File: config.mk
export PLATFORM = sky130hd
export DESIGN_NAME = gbr_controller
export DESIGN_NICKNAME = d
export VERILOG_FILES = /design/src/hdl/gbr_pkg.sv /design/src/hdl/gbr_controller.sv
export SDC_FILE = /design/constraint.sdc
export NUM_CORES = 1
export LEC_CHECK = 0
export BUFFER_PORTS_ARGS = -buffer_cell sky130_fd_sc_hd__clkbuf_2
export CAP_MARGIN = 40
export CORE_AREA = 5 5 42 44
export CTS_CLUSTER_SIZE = 25
export DETAILED_ROUTE_END_ITERATION = 10
export DIE_AREA = 0 0 47 49
export GPL_TIMING_DRIVEN = 0
export SETUP_SLACK_MARGIN = 0.3
export SKIP_CTS_REPAIR_TIMING = 1
export SLEW_MARGIN = 20
export SYNTH_ARGS = -nofsm -noshare
export SYNTH_HDL_FRONTEND = slang
export SYNTH_SLANG_ARGS = --single-unit
File: constraint.sdc
create_clock -name clk -period 1.85 [get_ports clk]
set_clock_uncertainty 0.05 [all_clocks]
set_input_delay 0.37 -clock clk [delete_from_list [all_inputs] [get_ports clk]]
set_output_delay 0.37 -clock clk [all_outputs]
set_load 0.01 [all_outputs]
File: src/hdl/gbr_pkg.sv
`timescale 1ns / 1ps

package gbr_pkg;

  // Defaults for the top-level parameters.
  localparam int DEF_MAX_RADIUS  = 3;
  localparam int DEF_MAX_WIDTH   = 1024;
  localparam int DEF_WEIGHT_BITS = 16;

  // Fixed widths of the configuration registers and pixel channels.
  localparam int ROW_BITS    = 13;
  localparam int FW_BITS     = 11;
  localparam int RAD_BITS    = 2;
  localparam int CFG_W_BITS  = 16;
  localparam int CFG_IDX_BITS = 3;
  localparam int CH_BITS     = 8;
  localparam int PIX_BITS    = 3 * CH_BITS;
  localparam int HW_RADIUS   = 3;

  // Configuration register indexes.
  localparam logic [CFG_IDX_BITS-1:0] REG_WIDTH  = 3'd0;
  localparam logic [CFG_IDX_BITS-1:0] REG_HEIGHT = 3'd1;
  localparam logic [CFG_IDX_BITS-1:0] REG_RADIUS = 3'd2;
  localparam logic [CFG_IDX_BITS-1:0] REG_W0     = 3'd3;
  localparam logic [CFG_IDX_BITS-1:0] REG_W1     = 3'd4;
  localparam logic [CFG_IDX_BITS-1:0] REG_W2     = 3'd5;
  localparam logic [CFG_IDX_BITS-1:0] REG_W3     = 3'd6;

  typedef enum logic [3:0] {
    ST_IDLE,
    ST_START,
    ST_DECIDE,
    ST_MUL,
    ST_CMP,
    ST_TAP_INIT,
    ST_TAP_RD,
    ST_TAP_ACC,
    ST_FINISH
  } gbr_state_t;

  // Commands from the controller to the datapath.
  typedef struct packed {
    logic take;
    logic clear_check;
    logic write_adv;
    logic mul;
    logic tap_init;
    logic tap_rd;
    logic tap_acc;
    logic finish;
  } gbr_cmd_t;

  // Status from the datapath to the controller.
  typedef struct packed {
    logic is_drain;
    logic input_done;
    logic emit_ok;
    logic tap_last;
    logic out_free;
  } gbr_stat_t;

endpackage

File: src/hdl/gbr_controller.sv
`timescale 1ns / 1ps

module gbr_controller import gbr_pkg::*; (
  input  logic      clk,
  input  logic      rst,
  input  logic      s_axis_tvalid,
  output logic      s_axis_tready,
  input  gbr_stat_t stat,
  output gbr_cmd_t  cmd
);

  gbr_state_t state, state_next;

  always_ff @(posedge clk) begin
    if (rst) begin
      state <= ST_IDLE;
    end else begin
      state <= state_next;
    end
  end

  always_comb begin
    state_next    = state;
    cmd           = '0;
    s_axis_tready = 1'b0;
    unique case (state)
      ST_IDLE: begin
        s_axis_tready = 1'b1;
        if (s_axis_tvalid) begin
          cmd.take   = 1'b1;
          state_next = ST_START;
        end
      end
      ST_START: begin
        cmd.clear_check = 1'b1;
        state_next      = ST_DECIDE;
      end
      ST_DECIDE: begin
        if (stat.is_drain) begin
          state_next = stat.input_done ? ST_TAP_INIT : ST_IDLE;
        end else if (stat.input_done) begin
          state_next = ST_IDLE;
        end else begin
          cmd.write_adv = 1'b1;
          state_next    = ST_MUL;
        end
      end
      ST_MUL: begin
        cmd.mul    = 1'b1;
        state_next = ST_CMP;
      end
      ST_CMP: begin
        state_next = stat.emit_ok ? ST_TAP_INIT : ST_IDLE;
      end
      ST_TAP_INIT: begin
        cmd.tap_init = 1'b1;
        state_next   = ST_TAP_RD;
      end
      ST_TAP_RD: begin
        cmd.tap_rd = 1'b1;
        state_next = ST_TAP_ACC;
      end
      ST_TAP_ACC: begin
        cmd.tap_acc = 1'b1;
        state_next  = stat.tap_last ? ST_FINISH : ST_TAP_RD;
      end
      ST_FINISH: begin
        if (stat.out_free) begin
          cmd.finish = 1'b1;
          state_next = ST_IDLE;
        end
      end
      default: begin
        state_next = ST_IDLE;
      end
    endcase
  end

endmodule

==> results of run 1 <==
placed cells by master, fill, tap and decap left out, types with 2 or more instances in the layout:
cell type  Yosys  final
inv_1          6      6
dfxtp_1        4      3
nor3_2         0      3
nor3_1         6      2
nor3b_1        2      2
nand2_1        4      4
a21oi_1        2      2
o211ai_1       2      2
buf_6          2      3
buf_2          1      5
buf_4          0      2
ha_1           2      2
nor2_1         3      3
clkbuf_2       0     11
clkbuf_4       0      3
cell usage after synthesis:
cell type and instances:
o21ai_0 1, inv_1 6, nor4_1 1, or2_2 1, o2bb2ai_1 1, nand3_1 1, ha_1 2, nand2_1 4
dfxtp_1 4, nand2b_1 1, o22ai_1 1, o211ai_1 2, buf_2 1, and4_1 1, buf_6 2, nor2_1 3
or3_1 1, nor3_1 6, a21oi_1 2, nand2b_4 1, a221oi_2 1, a31oi_1 1, a2111oi_1 1, nor3b_1 2
per-stage QoR:
step | setup WS (ps) | instance area [um2]
final | 204 | 536
after detailed placement | 207 | 455
after global routing | 113 | 536
after floorplan | 328 | 355
after global placement | 201 | 455
after CTS | -46.5 | 478
layout make-up:
type / instances / area (um2)
Fill cell: 169 / 866
Multi-Input combinational cell: 34 / 260
Timing Repair Buffer: 18 / 95.1
Sequential cell: 4 / 81.3
Buffer: 3 / 33.8
Clock buffer: 3 / 22.5
Inverter: 6 / 22.5
Tap cell: 16 / 20.0
per-layer routing:
layer	global-route usage, %	up-vias	part of all wire (%)	routed length (um)
met1	11.0	174	46	460
met2	11.8	14	43	425
met5	0	-	0	0
met3	5.90	0	11	109
met4	4.15	0	0	0
li1	-	211	-	-
critical path: cells and delay by family (launching register included):
family / cells / cell delay [ps]
flip-flops: 1 / 300
buffers and inverters: 2 / 280
AND/OR/NAND/NOR: 2 / 410
power by group through the flow:
stage          sequential [mW]  combinational, mW  clock (mW)
2_1_floorplan            0.129              0.193           0
3_3_place_gp             0.134              0.268           0
3_5_place_dp             0.134              0.269           0
4_1_cts                  0.133              0.269       0.114
5_1_grt                  0.142              0.368       0.122
6_report                 0.138              0.343       0.107
cell families (layout without fill, tap and decap cells):
family                     count (synthesis)  in the layout  synth area share (%)
and+or+nand+nor                           22             22                  34.9
AOI/OAI and AO/OA                         10             10                  21.5
DFF                                        4              4                  22.5
adders and majority gates                  2              2                  7.04
buffers and inverters                      9             30                  14.1
how the worst max path moves through the flow:
stage	startpoint	endpoint	slack (ps)	cells past startpoint
finish	state[1]$_SDFFE_PP0P_	s_axis_tready	200	4
global route	state[1]$_SDFFE_PP0P_	cmd[7]	110	4
CTS	state[1]$_SDFFE_PP0P_	s_axis_tready	-50	4
detailed placement	state[1]$_SDFFE_PP0P_	s_axis_tready	210	4
global placement	state[1]$_SDFFE_PP0P_	s_axis_tready	200	4
floorplan	state[1]$_SDFFE_PP0P_	s_axis_tready	330	3
==> reports/results.txt, run 1 <==
The CTS H-tree depth is 1. The area growth from synthesis to layout is 50.7%. Entering global routing, the biggest net connects 11 pins.

The internal power consumption is 345 uW, and the count of pins over their slew limit is 0. The repair_antennas step left the layout with diodes totalling 0. Data on the critical path is required at its endpoint by 1430 ps.

The vertical die dimension was 49 um; the worst reg-to-reg setup slack was 540 ps. Derived from the worst setup path, the maximum achievable clock frequency is 607 MHz. The logs give 17 for the number of ports placed on the die boundary and 14 for the row count. The first detailed-routing pass took 4 iterations. The clock drives 4 sinks. The run gives 357 as the number of global-route vias before repair.

Nature of the critical path startpoint: a flop. In this run the power density over the cells is 1100 nW/um2. The flop and latch count out of synthesis was 4; the switching component of the power was 242 uW. In this run the standard cell core region covers 1400 um2. The fraction of synthesized cell area taken by the top area cell type came out at 22.5%. The count of nets left with antenna violations once routing finished came out at 0.

Global route total overflow: 0. The post-DP HPWL was 715 um; the overall power after layout was 587 uW. The congestion estimate from routability-driven global placement came to 0.869. The cell area after synthesis was 355 um2. Sequential elements use 22.5% of the synthesized area. Ranked by total cell area, the synthesized netlist is headed by dfxtp_1 (23%), nor3_1 (8.5%), ha_1 (7.0%). Global routing consumed, over all layers together, 8.94% of the routing resources.

The flip-flop count of the largest register, all copies and words added is 4, and the full die area is 2300 um2. The number of standard cells after synthesis came out at 47. The time the worst path needs with I/O delays and setup came out at 1650 ps. The share of the clock period used by the worst path was 89.0%; the total wirelength of the detailed-routed design was 995 um. The tools report the end of the worst hold path as state[3]$_SDFFE_PP0P_. Setup repair after global routing could not meet its margin everywhere. The worst setup path is captured at a primary output. The run finished with clean final reports.

Dividing the detail-routed wire length by the instance count gives 11.8 um. The initial antenna violation count was 0. The fraction of layout cells with a size suffix above 1 came out at 48.5%. The critical path's largest stage delay works out to 300 ps.

The worst-path maximum fanout is 7, and the mean area per synthesized cell is 7.56 um2. The startpoint identified for the worst register-to-register timing path is state[3]$_SDFFE_PP0P_. The signal on the critical path passes through buf_6 -> or2_4 -> nor3_4 -> clkbuf_2.

Across the run, the number of max-cap violations was 0. Buffers placed on the I/O ports in this run total 16. Measured along the x axis, the die boundary spans 47 um.

In this run, the number of DRC markers left after iteration 0 of detailed routing was 8. The worst hold path begins at rst. The number of hold violations in the final report was 0; the worst-case vdd ir drop was 0.469 mV. The setup path with the least slack is of type flop to primary output. Synthesis produced a netlist with a net count of 57. The final route contains 399 vias.

Final hold analysis gives a worst-case slack of 285 ps. In this run, flip-flops and latches consume 23.4% of the power. The headroom to the max-slew limit is 78.9%.

Most area-hungry cell type in the Yosys netlist: dfxtp_1. The count of cells in the finished layout, fillers not included, comes to 84. In this run, the clock network consumes 18.2% of the power. The logs give 25.4% for the initial core utilization and 24 for the distinct cell type count of the synthesized netlist. For the final routed database, the setup TNS stands at 0 ps. The cell chosen for the clock root was clkbuf_4. For the clock latency reported for the late side of the worst-skew pair, the log shows 230 ps. The combinational share of power came out at 58.3%. For this design the static power due to leakage is 0.253 nW.

Setup violations remaining at the end of the flow were counted as 0. In the routed design, unresolved DRC markers number 0. For the pin with the worst max-slew slack, the measured transition is 316 ps.

In this run the critical register-to-register path is captured at state[3]$_SDFFE_PP0P_. During synthesis, Yosys emitted a total of 0 warnings. The share of the core filled with cells in the final layout was 38.2%. The first global-routing pass estimated 1.47 mm of wire. The critical path arrival was 1230 ps. The largest registers in the layout are state (4). For the clock buffer count from CTS, the log shows 3.

Worst reg-to-reg path cell count: 4. The number of instances on the worst hold path was 2. The clock transition at the register clock pins on the worst setup and hold paths after CTS is 40 ps. Ranked by flip-flop count, first place goes to state.

TritonCTS built the clock tree. In the final design database the tool counted 80 nets. Critical-path cell with the highest stage delay: dfxtp_1. Using the TritonRoute via totals, the vias-per-cell ratio works out to 4.75. In this run the deepest clock path goes through 2 buffers. Including well taps, the total number of placed cells is 79. The type of the most critical hold path is input pin to flop. Net switching is 41.2% of the power.
No activity file was read; power rests on OpenSTA's default activity.
==> run 2, diff against run 1 <==
- CELL_PAD_IN_SITES_DETAIL_PLACEMENT: default -> 1
- CELL_PAD_IN_SITES_GLOBAL_PLACEMENT: default -> 2
- CORE_AREA: 5 5 42 44 -> default
- CORE_MARGIN: default -> 5
- CORE_UTILIZATION: default -> 23
- DIE_AREA: 0 0 47 49 -> default
- PLACE_DENSITY_LB_ADDON: default -> 0.1
==> run 2 against run 1 <==
  * Die area increased by 5.6%
  * Global-route usage increased by 0.40 points
  * Worst setup slack worse by 79 ps
  * Critical path depth is the same
  * Largest cell class unchanged
  * Largest power group unchanged
  * Highest routed layer unchanged
==> reports/results.txt, run 2 (synthesis results as in run 1) <==
The run finished with clean final reports. The reported leakage power is 0.255 nW (+0.87%), and the worst path required time is 1430 ps (about the same). Combinational share of power: 59.3% (+1.0 points).

The number of vias per cell after detailed routing was 4.84 (+1.8%). For the sequential fraction of design power, the log shows 24.0% (+0.6 points). For the all-layer global routing usage, the log shows 9.34% (+0.40 points). The slew of the pin with the lowest slew margin was 308 ps (-8.16 ps). TritonCTS built the clock tree. The clock transition at the register clock pins on the worst setup and hold paths after CTS came out at 40 ps (about the same). The count of input and output buffers came out at 16 (unchanged). The critical path arrival came out at 1310 ps (+80 ps).

The number of global-route vias before repair is 416 (+17%), and the clock latency reported for the late side of the worst-skew pair is 230 ps (about the same). The total wirelength of the detailed-routed design is 1.10 mm (+10%), and the initial core utilization is 23.9% (-1.5 points). The clock share of power came out at 16.7% (-1.5 points).

The top cell types in the final layout, fill and taps aside, are clkbuf_2 (8), buf_2 (8), inv_1 (6), nand2_1 (4), buf_4 (4). The cell chosen for the clock root was clkbuf_4. The number of instances on the worst hold path is 2 (unchanged), and the number of hold violations in the final report is 0 (unchanged). The startpoint of the worst-slack reg-to-reg timing path is state[3]$_SDFFE_PP0P_. The startpoint identified for the worst hold timing path is rst. The DRC violation total after the first TritonRoute iteration is 2 (-6), and the global route total overflow is 0 (unchanged). The tools report the switching component of the power as 245 uW (+1.2%). The count of TritonRoute iterations in the first routing pass was 2 (-2). The share of the clock period used by the worst path came out at 93.3% (+4.3 points). Setup repair after global routing could not meet its margin everywhere. The headroom to the max-slew limit is 79.4% (+0.55 points), and the time the worst path needs with I/O delays and setup is 1730 ps (+79.4 ps). The flip-flop count of the largest register, all copies and words added was 4 (unchanged); the number of failing setup endpoints in the final timing report was 0 (unchanged). The worst reg-to-reg setup slack is 470 ps (-70 ps), and the worst hold-check slack is 313 ps (+28.0 ps). Area of all placed cells without fillers: 557 um2 (+4.0%).

The wire length per cell after detailed routing is 12.7 um (+7.5%). The switching part of the total is 39.8% (-1.4 points), and the clock sink total is 4 (unchanged). The post-DP HPWL is 848 um (+19%), and the area of the core is 1490 um2 (+6.3%). The worst register-to-register path ends at state[3]$_SDFFE_PP0P_.

The row count was 14 (unchanged). The overall power after layout is 615 uW (+4.7%), and the fraction of layout cells with a size suffix above 1 is 54.3% (+5.8 points). The die boundary width was 49.3 um (+4.9%). The largest registers in the layout are state (4). The worst slack at placement was 183 ps (-24.1 ps). The tools report the critical path endpoint category as a primary output. Kind of critical path: flop to primary output. Total cell area at the placement stage: 455 um2 (unchanged). For hold timing, the worst endpoint is state[1]$_SDFFE_PP0P_. The clock buffer count from CTS was 3 (unchanged); the count of pins over their slew limit was 0 (unchanged).

The worst reg-to-reg path cell count works out to 4 (unchanged). Nature of the critical path startpoint: a flop. Count of antenna-violating nets left after detailed routing: 0 (unchanged). The run gives 416 (+4.3%) as the overall via count from detail_route. The number of maximum-capacitance constraint violations was 0 (unchanged); the CTS H-tree depth was 1 (unchanged). The internal power consumption was 370 uW (+7.2%); the worst-case setup margin in the final layout was 124 ps (-79.4 ps). state holds more flip-flops than any other register. The largest net degree at the start of global routing is 11 (unchanged).

The residual DRC count is 0 (unchanged), and the global-route wire length before repair is 1.83 mm (+24%). The highest clock frequency the design can meet is 579 MHz (-4.6%). The worst-path maximum fanout was 6 (-1); the final layout net count was 82 (+2.5%).

The path class of the tightest hold or removal check is input pin to flop. The worst-case vdd ir drop came out at 0.305 mV (-35%). The area growth from synthesis to layout is 56.7%, and the vertical die dimension is 49.3 um (+0.62%).

The run gives 17 (unchanged) as the number of ports placed on the die boundary. The tools report the number of diodes as 0 (unchanged). For the initial antenna violation count, the log shows 0 (unchanged). For the final estimated routing congestion in global placement, the log shows 0.624 (-28%). For the number of buffers on the longest clock path, the log shows 2 (unchanged). The full die area was 2430 um2 (+5.6%); the power density over cell area was 1110 nW/um2 (+0.73%).
[run 2: critical path, stage by stage (launching register included)]
cell and delay [ps]:
dfxtp_2 310, buf_6 120, or2_4 270, nor4_1 190, buf_2 180
[run 2: final cells by class]
type	count	area (um2)
Fill cell	195	932
Multi-Input combinational cell	34	264
Timing Repair Buffer	20	110
Sequential cell	4	83.8
Buffer	3	33.8
Clock buffer	3	22.5
Inverter	6	22.5
Tap cell	16	20.0
[run 2: worst max-delay path by stage]
stage                     slack, ps                   from             to
final                           120  state[1]$_SDFFE_PP0P_         cmd[7]
after global routing             60  state[1]$_SDFFE_PP0P_         cmd[7]
after CTS                       -80  state[1]$_SDFFE_PP0P_  s_axis_tready
after detailed placement        180  state[1]$_SDFFE_PP0P_  s_axis_tready
after global placement          180  state[1]$_SDFFE_PP0P_  s_axis_tready
after floorplan                 330  state[1]$_SDFFE_PP0P_  s_axis_tready
[run 2: routing by layer]
layer / track usage, % / part of all wire (%)
met5: 0 / 0
met1: 13.3 / 49
met3: 3.98 / 4.5
met4: 1.35 / 0
met2: 13.1 / 47
[run 2: power by group through the flow]
stage	Clock (mW)	Sequential (mW)	Combinational, mW
after detailed placement	0	0.137	0.277
final	0.103	0.147	0.365
after floorplan	0	0.129	0.193
after global routing	0.121	0.151	0.400
after CTS	0.109	0.136	0.278
after global placement	0	0.137	0.280
[run 2: stage by stage]
step / setup TNS, ps / instances / utilization, %
6_report: 0 / 86 / 37.4
2_1_floorplan: 0 / 47 / -
4_1_cts: -76.8 / 82 / 32.1
3_5_place_dp: 0 / 79 / 30.6
3_3_place_gp: 0 / 79 / 30.6
5_1_grt: 0 / 86 / 37.4
==> run 3, diff against run 2 <==
- CORE_UTILIZATION: 23 -> 19
- clock period: 1.85 -> 1.39 ns (I/O delays scaled with it)
==> run 3 against run 2 <==
  * The flow now finishes with violations (negative setup slack)
  * Global-route usage grew 0.74 points
  * Total power grew 65%
  * Hold slack lost 100 ps
  * Highest routed layer is now met4
  * Critical path depth is the same
  * Core utilization grew 3.3 points
  * Non-clock buffer count grew 8
  * Largest power group unchanged
==> reports/results.txt, run 3 (synthesis results as in run 1) <==
The run gives 85.1 um2 (+1.5%) as the area taken by flip-flops and latches. Path length in cells of the critical path: 4 (unchanged). Die boundary width: 53.2 um (+8.0%). Clock transition at the register clock pins on the worst setup and hold paths after CTS: 50 ps (about the same). The run gives 10.1% (+0.74 points) as the all-layer global routing usage. The wire length per cell after detailed routing was 13.0 um (+2.2%). The final critical path takes up 117% of the cycle.

The final estimated routing congestion in global placement is 0.663 (+6.2%). The type of the most critical hold path is input pin to flop. The total wirelength of the detailed-routed design was 1.35 mm (+24%). For the share of the core filled with cells in the final layout, the log shows 40.7% (+3.3 points). Number of maximum-capacitance constraint violations: 0 (unchanged). The logs give 20.4% (-3.5 points) for the initial core utilization and 17 (unchanged) for the number of ports placed on the die boundary. The fraction of layout cells with a size suffix above 1 came out at 65.8% (+12 points). The highest clock frequency the design can meet came out at 616 MHz. For the residual DRC count, the log shows 0 (unchanged).

Setup repair after global routing could not meet its margin everywhere. The kind of critical path was flop to primary output. The DRC violation total after the first TritonRoute iteration was 3 (+1).

TritonCTS built the clock tree. The logs give 0 (unchanged) for the count of pins over their slew limit and 2 (unchanged) for the number of buffers on the longest clock path. The worst hold-check slack is 209 ps (-104 ps). The nature of the critical path startpoint was a flop. The tools report the critical path endpoint category as a primary output. The most frequent standard cell in the layout excluding fill and tap cells is buf_4. The number of instances on the worst hold path came out at 2 (unchanged).

The critical path's largest stage delay was 300 ps (about the same); the worst path required time was 1060 ps (-370 ps). The clock sink total is 4 (unchanged), and the final setup TNS is -901 ps (-901 ps). The overall power after layout is 1.02 mW (+65%), and the number of global-route vias before repair is 452 (+8.7%).

For the worst-case vdd ir drop, the log shows 0.429 mV (+41%). The checks that failed: negative setup slack. The global-route wire length before repair is 2.06 mm (+12%). The reported leakage power is 0.319 nW (+25%), and the clock buffer count from CTS is 3 (unchanged).

The row count is 15 (+1). Combined buffer and inverter count along the critical path: 2 (unchanged). In the layout the commonest cells are buf_4 (11), clkbuf_2 (9), buf_2 (7), inv_1 (5), nand2_1 (4). The count of TritonRoute iterations in the first routing pass was 2 (unchanged); the full die area was 2840 um2 (+17%).

The overall via count from detail_route is 460 (+11%). For the area of the core, the log shows 1750 um2 (+17%). The run gives 1 (unchanged) as the CTS H-tree depth. The run gives 0 (unchanged) as the count of antenna-violating nets left after detailed routing. The initial antenna violation count is 0 (unchanged).

The number of filler instances in the final layout is 216 (+11%). The number of vias per cell after detailed routing works out to 4.42 (-8.6%). The logs give 0 (unchanged) for the global route total overflow and -234 ps (-358 ps) for the worst-case setup margin in the final layout. The critical path goes through buf_6 -> or2_4 -> nor3_4 -> buf_2. The area growth from synthesis to layout is 100%. The category of cells accounting for the largest share of critical-path delay was simple AND/OR/NAND/NOR gates. The slowest stage of the critical path is the dfxtp_1 cell. In the final layout, the registers with the most flip-flops are state (4). The power density over cell area is 1430 nW/um2 (+29%). The critical path arrival was 1300 ps (about the same); the area occupied by multi-input gates was 315 um2 (+19%). The top register by number of flip-flops is state. The vertical die dimension was 53.2 um (+8.0%).

The flip-flop count of the largest register, all copies and words added is 4 (unchanged), and the worst-path maximum fanout is 9 (+3). For the number of diodes, the log shows 0 (unchanged). The tools report the number of hold violations in the final report as 0 (unchanged). Worst reg-to-reg path cell count: 4 (unchanged). The run gives 11 (unchanged) as the largest net degree at the start of global routing. The number of failing setup endpoints in the final timing report came out at 8 (+8). CTS placed an instance of clkbuf_4 at the clock tree root.

The slew of the pin with the lowest slew margin came out at 252 ps (-55.3 ps). The count of input and output buffers was 16 (unchanged); the clock latency reported for the late side of the worst-skew pair was 250 ps (+20 ps). The smallest clock period supported by the final layout is computed as 1620 ps. The flow ran to the end, but the final reports show violations. For the final layout net count, the log shows 90 (+9.8%). For the headroom to the max-slew limit, the log shows 83.1% (+3.7 points). The post-DP HPWL is 895 um (+5.5%).
-- run 3: metrics by stage --
| stage | worst slack [ps] | std cells | instance area (um2) |
|---|---|---|---|
| global placement | 44.0 | 88 | 517 |
| CTS | -233 | 92 | 543 |
| floorplan | 131 | 47 | 405 |
| finish | -234 | 104 | 711 |
| global route | -281 | 104 | 711 |
| detailed placement | 43.4 | 88 | 517 |
-- run 3: path summary, 6_finish.rpt --
check,from,to,slack [ps]
setup / recovery,state[1]$_SDFFE_PP0P_,s_axis_tready,-230
hold / removal,rst,state[1]$_SDFFE_PP0P_,210
setup reg to reg,state[3]$_SDFFE_PP0P_,state[3]$_SDFFE_PP0P_,70
hold reg to reg,state[0]$_SDFFE_PP0P_,state[1]$_SDFFE_PP0P_,510
-- run 3: power by group --
part           internal (mW)  switching, mW  total, mW
registers              0.150         0.0390      0.189
logic                  0.344          0.315      0.659
clock network          0.108         0.0593      0.168
total                  0.603          0.413       1.02
-- run 3: metal layers --
layer / up-vias / track usage [%] / share of wire, % / wire, um
met4: 0 / 6.38 / 1.3 / 17
met5: - / 0 / 0 / 0
met3: 2 / 2.54 / 1.7 / 23
met1: 216 / 12.9 / 50 / 682
met2: 10 / 14.7 / 46 / 629
li1: 232 / - / - / -
-- run 3: final cells by class --
class                   count  share of cell area (%)
plain buffers               3                    5.99
clock buffers               4                    3.70
inverters                   6                    3.17
multi-input cells          34                    44.4
flip-flops and latches      4                    12.0
well taps                  25                    4.40
repair buffers             28                    26.4
-- run 3: worst register-to-register path: cells and delay by family (launching register included) --
kind	cells	cell delay [ps]
AOI/OAI and AO/OA	1	230
and+or+nand+nor	2	530
buffers and inverters	1	140
DFF	1	300
